[config.mk]
export PLATFORM = sky130hd
export DESIGN_NAME = splash_fade_sequencer
export DESIGN_NICKNAME = d
export VERILOG_FILES = /design/src/hdl/sfs_pkg.sv /design/src/hdl/splash_fade_sequencer.sv
export SDC_FILE = /design/constraint.sdc
export NUM_CORES = 1
export LEC_CHECK = 0
export BUFFER_PORTS_ARGS = -buffer_cell sky130_fd_sc_hd__buf_2
export CORE_ASPECT_RATIO = 0.7
export CORE_MARGIN = 4
export CORE_UTILIZATION = 60
export DETAILED_ROUTE_END_ITERATION = 10
export GPL_TIMING_DRIVEN = 0
export MAX_ROUTING_LAYER = met4
export PLACE_DENSITY_LB_ADDON = 0.25
export SETUP_SLACK_MARGIN = 0.05
export SYNTH_ARGS = -nofsm -noshare
export SYNTH_HDL_FRONTEND = slang
export SYNTH_SLANG_ARGS = --single-unit
[constraint.sdc]
create_clock -name i_clk -period 11.4 [get_ports i_clk]
set_clock_uncertainty 0.05 [all_clocks]
set_input_delay 1.71 -clock i_clk [delete_from_list [all_inputs] [get_ports i_clk]]
set_output_delay 1.71 -clock i_clk [all_outputs]
set_load 0.01 [all_outputs]
[src/hdl/sfs_pkg.sv]
// Package for the splash fade sequencer: sizes, register map and helpers.
// Standalone; used by hdl/splash_fade_sequencer.sv through scoped names.
package sfs_pkg;

    localparam int MAX_SPLASHES = 4;   // entries allowed, 1..8
    localparam int FADE_STEPS   = 16;  // fade intervals per half hold, 1..255
    localparam int NUM_HOLD     = 4;   // hold registers present

    localparam int CNT_W  = 4;         // wide enough for MAX_SPLASHES up to 8
    localparam int ADDR_W = 5;         // eight 32-bit registers

    localparam logic [CNT_W-1:0] SPLASH_LIMIT =
        (MAX_SPLASHES < NUM_HOLD) ? CNT_W'(MAX_SPLASHES) : CNT_W'(NUM_HOLD);

    typedef enum logic [2:0] {
        REG_SPLASH_COUNT = 3'd0,
        REG_HOLD_MS_0    = 3'd1,
        REG_HOLD_MS_1    = 3'd2,
        REG_HOLD_MS_2    = 3'd3,
        REG_HOLD_MS_3    = 3'd4,
        REG_MIN_CONTRAST = 3'd5,
        REG_MAX_CONTRAST = 3'd6,
        REG_FADE_STEP    = 3'd7
    } t_reg_idx;

    typedef enum logic {
        REQ_TICK  = 1'b0,
        REQ_START = 1'b1
    } t_req;

    localparam logic [7:0] FULL_LEVEL = 8'd255;

    // Clamp v into [lo, hi], low bound tested first.
    function automatic logic [7:0] clamp_level(input logic [7:0] v,
                                               input logic [7:0] lo,
                                               input logic [7:0] hi);
        logic [7:0] r;
        if (v < lo) begin
            r = lo;
        end else if (v > hi) begin
            r = hi;
        end else begin
            r = v;
        end
        return r;
    endfunction

endpackage

[src/hdl/splash_fade_sequencer.sv]
// An accepted request passes through the input register, then the result register.
// Throughput: one request per cycle unless i_out_ready stalls; the 32-bit elapsed-time
// subtract and compare between the input and result registers sets the cycle time.
// Reset (i_rst_n low, synchronous): sequencer idle at entry 0, level 255, both
// stages empty; registers return to count 0, holds 0, min 0, max 255, step 16.
// Top level of the splash fade sequencer; depends on hdl/sfs_pkg.sv.
module splash_fade_sequencer (
    input  logic                        i_clk,
    input  logic                        i_rst_n,
    // configuration port
    input  logic                        psel,
    input  logic                        penable,
    input  logic                        pwrite,
    input  logic [sfs_pkg::ADDR_W-1:0]  paddr,
    input  logic [31:0]                 pwdata,
    output logic [31:0]                 prdata,
    output logic                        pready,
    // request channel
    input  logic                        i_in_valid,
    output logic                        o_in_ready,
    input  logic                        i_req_type,
    input  logic [31:0]                 i_now,
    // result channel
    output logic                        o_out_valid,
    input  logic                        i_out_ready,
    output logic [7:0]                  o_contrast,
    output logic                        o_contrast_write,
    output logic [1:0]                  o_splash_slot,
    output logic                        o_splash_begin,
    output logic                        o_active,
    output logic                        o_sequence_done
);

    // ---------------------------------------------------------------
    // Configuration registers
    // ---------------------------------------------------------------
    logic [2:0]  r_splash_count;
    logic [15:0] r_hold_ms_0, r_hold_ms_1, r_hold_ms_2, r_hold_ms_3;
    logic [7:0]  r_min_contrast, r_max_contrast, r_fade_step;

    sfs_pkg::t_reg_idx reg_idx;
    logic              cfg_wr;

    assign reg_idx = sfs_pkg::t_reg_idx'(paddr[sfs_pkg::ADDR_W-1:2]);
    assign cfg_wr  = psel && penable && pwrite;
    assign pready  = 1'b1;

    always_ff @(posedge i_clk) begin
        if (!i_rst_n) begin
            r_splash_count <= 3'd0;
            r_hold_ms_0    <= 16'd0;
            r_hold_ms_1    <= 16'd0;
            r_hold_ms_2    <= 16'd0;
            r_hold_ms_3    <= 16'd0;
            r_min_contrast <= 8'd0;
            r_max_contrast <= 8'd255;
            r_fade_step    <= 8'd16;
        end else if (cfg_wr) begin
            case (reg_idx)
                sfs_pkg::REG_SPLASH_COUNT: r_splash_count <= pwdata[2:0];
                sfs_pkg::REG_HOLD_MS_0:    r_hold_ms_0    <= pwdata[15:0];
                sfs_pkg::REG_HOLD_MS_1:    r_hold_ms_1    <= pwdata[15:0];
                sfs_pkg::REG_HOLD_MS_2:    r_hold_ms_2    <= pwdata[15:0];
                sfs_pkg::REG_HOLD_MS_3:    r_hold_ms_3    <= pwdata[15:0];
                sfs_pkg::REG_MIN_CONTRAST: r_min_contrast <= pwdata[7:0];
                sfs_pkg::REG_MAX_CONTRAST: r_max_contrast <= pwdata[7:0];
                sfs_pkg::REG_FADE_STEP:    r_fade_step    <= pwdata[7:0];
                default: ;
            endcase
        end
    end

    // Readback, zero-extended.
    always_comb begin
        case (reg_idx)
            sfs_pkg::REG_SPLASH_COUNT: prdata = {29'd0, r_splash_count};
            sfs_pkg::REG_HOLD_MS_0:    prdata = {16'd0, r_hold_ms_0};
            sfs_pkg::REG_HOLD_MS_1:    prdata = {16'd0, r_hold_ms_1};
            sfs_pkg::REG_HOLD_MS_2:    prdata = {16'd0, r_hold_ms_2};
            sfs_pkg::REG_HOLD_MS_3:    prdata = {16'd0, r_hold_ms_3};
            sfs_pkg::REG_MIN_CONTRAST: prdata = {24'd0, r_min_contrast};
            sfs_pkg::REG_MAX_CONTRAST: prdata = {24'd0, r_max_contrast};
            sfs_pkg::REG_FADE_STEP:    prdata = {24'd0, r_fade_step};
            default:                   prdata = 32'd0;
        endcase
    end

    // ---------------------------------------------------------------
    // Handshake: input stage feeds result stage; result stage frees
    // when empty or taken this cycle.
    // ---------------------------------------------------------------
    logic        r_in_valid;
    logic        r_req_type;
    logic [31:0] r_now;
    logic        r_out_valid;

    logic out_free;
    logic in_fire;
    logic proc;

    assign out_free   = !r_out_valid || i_out_ready;
    assign proc       = r_in_valid && out_free;
    assign o_in_ready = !r_in_valid || out_free;
    assign in_fire    = i_in_valid && o_in_ready;

    always_ff @(posedge i_clk) begin
        if (!i_rst_n) begin
            r_in_valid <= 1'b0;
        end else begin
            r_in_valid <= in_fire || (r_in_valid && !out_free);
        end
    end

    // payload, no reset
    always_ff @(posedge i_clk) begin
        if (in_fire) begin
            r_req_type <= i_req_type;
            r_now      <= i_now;
        end
    end

    // ---------------------------------------------------------------
    // Sequencer state
    // ---------------------------------------------------------------
    logic        r_running;
    logic [1:0]  r_entry;
    logic        r_fading;
    logic [31:0] r_phase_start;
    logic [7:0]  r_level;

    logic        n_running;
    logic [1:0]  n_entry;
    logic        n_fading;
    logic [31:0] n_phase_start;
    logic [7:0]  n_level;

    // result fields
    logic [7:0] n_contrast;
    logic       n_contrast_write;
    logic       n_splash_begin;
    logic       n_sequence_done;

    // helpers
    logic [sfs_pkg::CNT_W-1:0] cnt_in_use;
    logic [sfs_pkg::CNT_W-1:0] next_entry;
    logic [15:0]               hold_sel;
    logic [14:0]               half;
    logic [14:0]               step_raw;
    logic [14:0]               interval;
    logic [31:0]               elapsed;
    logic [7:0]                dec_level;

    // Entries in use: splash_count capped at the entry limit.
    assign cnt_in_use = ({1'b0, r_splash_count} > sfs_pkg::SPLASH_LIMIT)
                      ? sfs_pkg::SPLASH_LIMIT : {1'b0, r_splash_count};
    assign next_entry = {2'b00, r_entry} + sfs_pkg::CNT_W'(1);

    always_comb begin
        case (r_entry)
            2'd0:    hold_sel = r_hold_ms_0;
            2'd1:    hold_sel = r_hold_ms_1;
            2'd2:    hold_sel = r_hold_ms_2;
            default: hold_sel = r_hold_ms_3;
        endcase
    end

    assign half     = hold_sel[15:1];
    assign step_raw = 15'(half / sfs_pkg::FADE_STEPS);
    assign interval = (step_raw == 15'd0) ? 15'd1 : step_raw;
    assign elapsed  = r_now - r_phase_start;   // wraps mod 2^32
    assign dec_level = (r_level <= r_fade_step) ? r_min_contrast
                                                : (r_level - r_fade_step);

    always_comb begin
        n_running        = r_running;
        n_entry          = r_entry;
        n_fading         = r_fading;
        n_phase_start    = r_phase_start;
        n_level          = r_level;
        n_contrast       = 8'd0;
        n_contrast_write = 1'b0;
        n_splash_begin   = 1'b0;
        n_sequence_done  = 1'b0;

        if (r_req_type == sfs_pkg::REQ_START) begin
            if (cnt_in_use != '0) begin
                n_running        = 1'b1;
                n_entry          = 2'd0;
                n_fading         = 1'b0;
                n_phase_start    = r_now;
                n_level          = r_max_contrast;
                n_contrast       = sfs_pkg::clamp_level(sfs_pkg::FULL_LEVEL,
                                                        r_min_contrast,
                                                        r_max_contrast);
                n_contrast_write = 1'b1;
                n_splash_begin   = 1'b1;
            end else begin
                // empty sequence: report done, nothing drawn
                n_running       = 1'b0;
                n_sequence_done = 1'b1;
            end
        end else if (r_running) begin
            if (!r_fading) begin
                // hold phase: first half of the hold time
                if (elapsed >= {17'd0, half}) begin
                    n_fading      = 1'b1;
                    n_phase_start = r_now;
                end
            end else if (elapsed >= {17'd0, interval}) begin
                n_phase_start    = r_now;
                n_level          = dec_level;
                n_contrast       = sfs_pkg::clamp_level(dec_level, r_min_contrast,
                                                        r_max_contrast);
                n_contrast_write = 1'b1;
                if (dec_level == r_min_contrast) begin
                    if (next_entry >= cnt_in_use) begin
                        n_running       = 1'b0;
                        n_sequence_done = 1'b1;
                    end else begin
                        // next entry starts at full level
                        n_entry        = next_entry[1:0];
                        n_fading       = 1'b0;
                        n_level        = r_max_contrast;
                        n_splash_begin = 1'b1;
                    end
                end
            end
        end
    end

    always_ff @(posedge i_clk) begin
        if (!i_rst_n) begin
            r_running     <= 1'b0;
            r_entry       <= 2'd0;
            r_fading      <= 1'b0;
            r_phase_start <= 32'd0;
            r_level       <= 8'd255;
        end else if (proc) begin
            r_running     <= n_running;
            r_entry       <= n_entry;
            r_fading      <= n_fading;
            r_phase_start <= n_phase_start;
            r_level       <= n_level;
        end
    end

    // ---------------------------------------------------------------
    // Result register
    // ---------------------------------------------------------------
    logic [7:0] r_contrast;
    logic       r_contrast_write;
    logic [1:0] r_splash_slot;
    logic       r_splash_begin;
    logic       r_active;
    logic       r_sequence_done;

    always_ff @(posedge i_clk) begin
        if (!i_rst_n) begin
            r_out_valid <= 1'b0;
        end else begin
            r_out_valid <= proc || (r_out_valid && !i_out_ready);
        end
    end

    always_ff @(posedge i_clk) begin
        if (proc) begin
            r_contrast       <= n_contrast;
            r_contrast_write <= n_contrast_write;
            // slot shown while running or when this step begins, ends or writes contrast; else 0
            r_splash_slot    <= (n_running || n_splash_begin || n_sequence_done ||
                                 n_contrast_write) ? n_entry : 2'd0;
            r_splash_begin   <= n_splash_begin;
            r_active         <= n_running;
            r_sequence_done  <= n_sequence_done;
        end
    end

    assign o_out_valid      = r_out_valid;
    assign o_contrast       = r_contrast;
    assign o_contrast_write = r_contrast_write;
    assign o_splash_slot    = r_splash_slot;
    assign o_splash_begin   = r_splash_begin;
    assign o_active         = r_active;
    assign o_sequence_done  = r_sequence_done;

    // ---------------------------------------------------------------
    // Assertions
    // ---------------------------------------------------------------
    a_begin_not_done: assert property (@(posedge i_clk) disable iff (!i_rst_n)
        r_out_valid |-> !(r_splash_begin && r_sequence_done))
        else $error("begin and done in one result");

    a_begin_active: assert property (@(posedge i_clk) disable iff (!i_rst_n)
        (r_out_valid && r_splash_begin) |-> r_active)
        else $error("new entry reported while inactive");

    a_done_inactive: assert property (@(posedge i_clk) disable iff (!i_rst_n)
        (r_out_valid && r_sequence_done) |-> !r_active)
        else $error("done reported while still active");

    a_no_write_zero: assert property (@(posedge i_clk) disable iff (!i_rst_n)
        (r_out_valid && !r_contrast_write) |-> (r_contrast == 8'd0))
        else $error("contrast value without write");

    a_state_held: assert property (@(posedge i_clk) disable iff (!i_rst_n)
        !proc |=> ($stable(r_running) && $stable(r_level) && $stable(r_entry)))
        else $error("sequencer state moved without a request");

endmodule
==> out/results.tsv <==
stage	metric	value	unit
status	outcome	completed	
detailed_routing	drt first-iter violations	1308	
logic_synthesis	library cells used by synthesis	89	
logic_synthesis	register area share after synthesis	35.4	%
die	Rows	42	
clocking	clock slew at reported path FFs	0.07	ns
die	Die X	175	um
die	core footprint	19100	sq um
min_path	Min-Delay Path Class	reg -> reg	
placement	pre-CTS setup slack	5.63	ns
finish	Multi-input gate area	6800	sq um
die	die height	125	um
logic_synthesis	#FFs+latches synth	184	
die	Initial Util	61.6	%
sta	Tmin final	5.96	ns
global_route	largest net degree at the start of global routing	24	
logic_synthesis	Simple-Gate Fraction of Synth Area	17.0	%
detailed_routing	drt total wl	34000	um
die	num ports	126	
finish	post-route core utilization	69.1	%
detailed_routing	Pre-antenna DRT Iters	7	
logic_synthesis	most common library cells after synthesis	282 x nand2_1, 152 x a21oi_1, 137 x dfxtp_1	
worst_setup_path	crit path kind	reg -> reg	
clocking	Post-CTS Resized	0	
clocking	H-tree depth	4	
logic_synthesis	post-synthesis xor/xnor area fraction	2.09	%
finish	share of cells above drive strength 1	12.0	%
sta	Hold Violations, Final	0	
sta	RSZ-0062 raised after global routing	no	
worst_setup_path	Worst EP required	11.55	ns
worst_setup_path	Critical Path Fanout Max	10	
placement	dpl hpwl	26000	um
finish	Register Area	4150	sq um
worst_setup_path	Worst Reg2Reg Path Length in Cells	20	
sta	Final setup violation count	0	
detailed_routing	Vias	11000	
detailed_routing	Remaining DRCs	0	
sta	hold_ws	0.411	ns
detailed_routing	antenna viol nets, final	0	
worst_setup_path	Crit. End Element	flip-flop	
sta	post-route setup slack	5.44	ns
worst_setup_path	CP startpoint kind	flip-flop	
clocking	postcts setup bufs	0	
logic_synthesis	Post-synth EDFFs	47	
sta	worst-margin pin slew	1.16	ns
finish	nets@finish	1699	
sta	max-slew violations	0	
logic_synthesis	Synth top area share	23.3	%
sta	setup TNS	0	ns
global_route	total grt overflow	0	
global_route	initial antenna violation count	1	
finish	area grow syn2layout	12.2	%
clocking	Clock Root Buffer	clkbuf_16	
logic_synthesis	Post-Synthesis Cells	1411	
sta	f_max	168	MHz
power	total power	1.53	mW
logic_synthesis	main combinational cell family by area after synthesis	compound AO/OA/AOI/OAI gates	
clocking	cts hold-fix bufs	0	
worst_setup_path	Critical Path AT	6.10	ns
logic_synthesis	most numerous cell in the Yosys netlist	nand2_1	
finish	Fill cells	1603	
clocking	worst skew pair latency	0.45	ns
global_route	GR Util All Layers	31.1	%
logic_synthesis	Async S/R FF share, synth	0	%
clocking	clock buffer count from CTS	17	
logic_synthesis	Synth Cell Area	11800	sq um
clocking	clk sinks	184	
clocking	Max clock buf depth	2	
global_route	first-pass GRT wire length	53300	um
logic_synthesis	most common flop cell mapped by yosys	dfxtp_1	
logic_synthesis	yosys warns	0	
power	Static Leak	5.11	nW
logic_synthesis	mux contribution to synthesized area	7.28	%
logic_synthesis	post-synthesis compound-gate area fraction	21.3	%
placement	IO Port Bufs	86	
global_route	vias in the first global route	9940	
logic_synthesis	area leader, netlist	dfxtp_1	
sta	period utilisation layout	52.3	%
sta	Rel. slew slack	22.0	%
logic_synthesis	Syn Area/Cell	8.33	sq um
job	maxcap violations	0	
logic_synthesis	synth top area cells	dfxtp_1 23%, edfxtp_1 12%, ha_1 9.4%, nand2_1 9.0%, a21oi_1 6.5%	
detailed_routing	routed vias/inst	6.08	
min_path	WHS Path Cells	2	
clocking	CTS tree	built	
power	peak supply drop	0.130	mV
placement	gpl congestion	1.00	
power	PwrDens	116	nW/um^2
logic_synthesis	Post-Synth Adder-Cell Area	9.71	%
detailed_routing	DR WL/cell	18.8	um
die	Die Footprint	21900	sq um
[cell families after synthesis]
group	after synthesis
simple gates	464
compound gates	392
flops	184
buf+inv	170
fa+ha+maj	90
mux	81
xor+xnor	28
other cells	2
[placed cells by master (no fill, tap or decap), types with 5 or more instances in the layout]
cell | netlist | final
a221oi_1 | 7 | 7
o21ai_0 | 77 | 77
inv_1 | 75 | 75
nand3_1 | 15 | 15
xnor2_1 | 17 | 17
mux2_2 | 6 | 6
mux2i_1 | 72 | 72
clkbuf_8 | 7 | 7
o21a_1 | 14 | 14
or3_1 | 9 | 9
a31oi_1 | 8 | 8
edfxtp_1 | 47 | 47
a21o_1 | 19 | 19
dfxtp_1 | 137 | 137
clkbuf_16 | 0 | 18
buf_2 | 6 | 92
nor2_1 | 85 | 85
a211oi_1 | 9 | 9
buf_4 | 18 | 18
nand2_1 | 282 | 282
clkbuf_1 | 50 | 50
conb_1 | 2 | 17
nor3_1 | 12 | 12
a21oi_1 | 152 | 152
o211ai_1 | 25 | 25
nand4_1 | 18 | 18
xor2_1 | 11 | 11
nand2b_1 | 12 | 12
a222oi_1 | 15 | 15
o21ai_1 | 5 | 5
ha_1 | 88 | 88
a22o_1 | 10 | 10
nor2b_1 | 11 | 11
[per-stage QoR]
| step | cell area [sq um] | instances |
|---|---|---|
| 5_1_grt | 13200 | 1810 |
| 3_5_place_dp | 12600 | 1777 |
| 6_report | 13200 | 1810 |
| 2_1_floorplan | 11800 | 1426 |
| 3_3_place_gp | 12600 | 1776 |
| 4_1_cts | 13200 | 1809 |
[flip-flops by register name, summed over array words and instances (netlist names), 3 cells and up]
| signal | flops |
|---|---|
| r_min_contrast | 8 |
| r_phase_start | 32 |
| r_now | 32 |
| r_hold_ms_1 | 16 |
| r_level | 8 |
| r_splash_count | 3 |
| r_hold_ms_0 | 16 |
| r_max_contrast | 8 |
| o_contrast | 8 |
| r_hold_ms_2 | 16 |
| r_hold_ms_3 | 16 |
| r_fade_step | 8 |
[area by class of cell]
type | instances | area share (%)
antenna | 1 | 0.0190
clock inverter | 14 | 1.02
multi-input combinational | 1072 | 51.6
buffer | 92 | 4.21
timing repair buffer | 87 | 3.47
clock buffer | 18 | 3.42
tap | 264 | 2.51
inverter | 78 | 2.22
sequential | 184 | 31.5
[critical path, cell delays in order, from the launching register on]
cell	delay, ns
dfxtp_1	0.44
inv_1	0.15
ha_1	0.36
clkbuf_1	0.32
a222oi_1	0.58
nand2_1	0.13
o21ai_0	0.19
nand4_1	0.16
o31ai_1	0.38
ha_1	0.30
nand2b_1	0.14
nand3_1	0.08
a21oi_1	0.07
a2111oi_0	0.34
a21oi_1	0.12
a2111oi_0	0.36
or4b_4	0.55
nor2_1	0.19
a31oi_1	0.18
clkbuf_1	0.29
a22o_1	0.29
[metal layers]
| layer | GRT usage, % | up-vias | wire [um] |
|---|---|---|---|
| li1 | - | 5231 | - |
| met1 | 46.6 | 5131 | 15900 |
| met2 | 42.2 | 575 | 13800 |
| met3 | 6.13 | 64 | 3440 |
| met4 | 9.65 | 0 | 794 |
| met5 | - | - | 0 |
[path summary, 6_finish.rpt]
kind | start | endpoint | slack (ns)
setup / recovery | r_entry[0] | o_contrast[0] | 5.44
hold reg to reg | r_phase_start[25] | r_phase_start[25] | 0.41
hold / removal | r_phase_start[25] | r_phase_start[25] | 0.41
setup reg to reg | r_entry[0] | o_contrast[0] | 5.44
[power by group]
part,switching (mW),internal [mW]
logic,0.146,0.0905
registers,0.00872,0.683
clock network,0.286,0.320
total,0.441,1.09
Note: power is estimated with default switching activity, not from simulation.
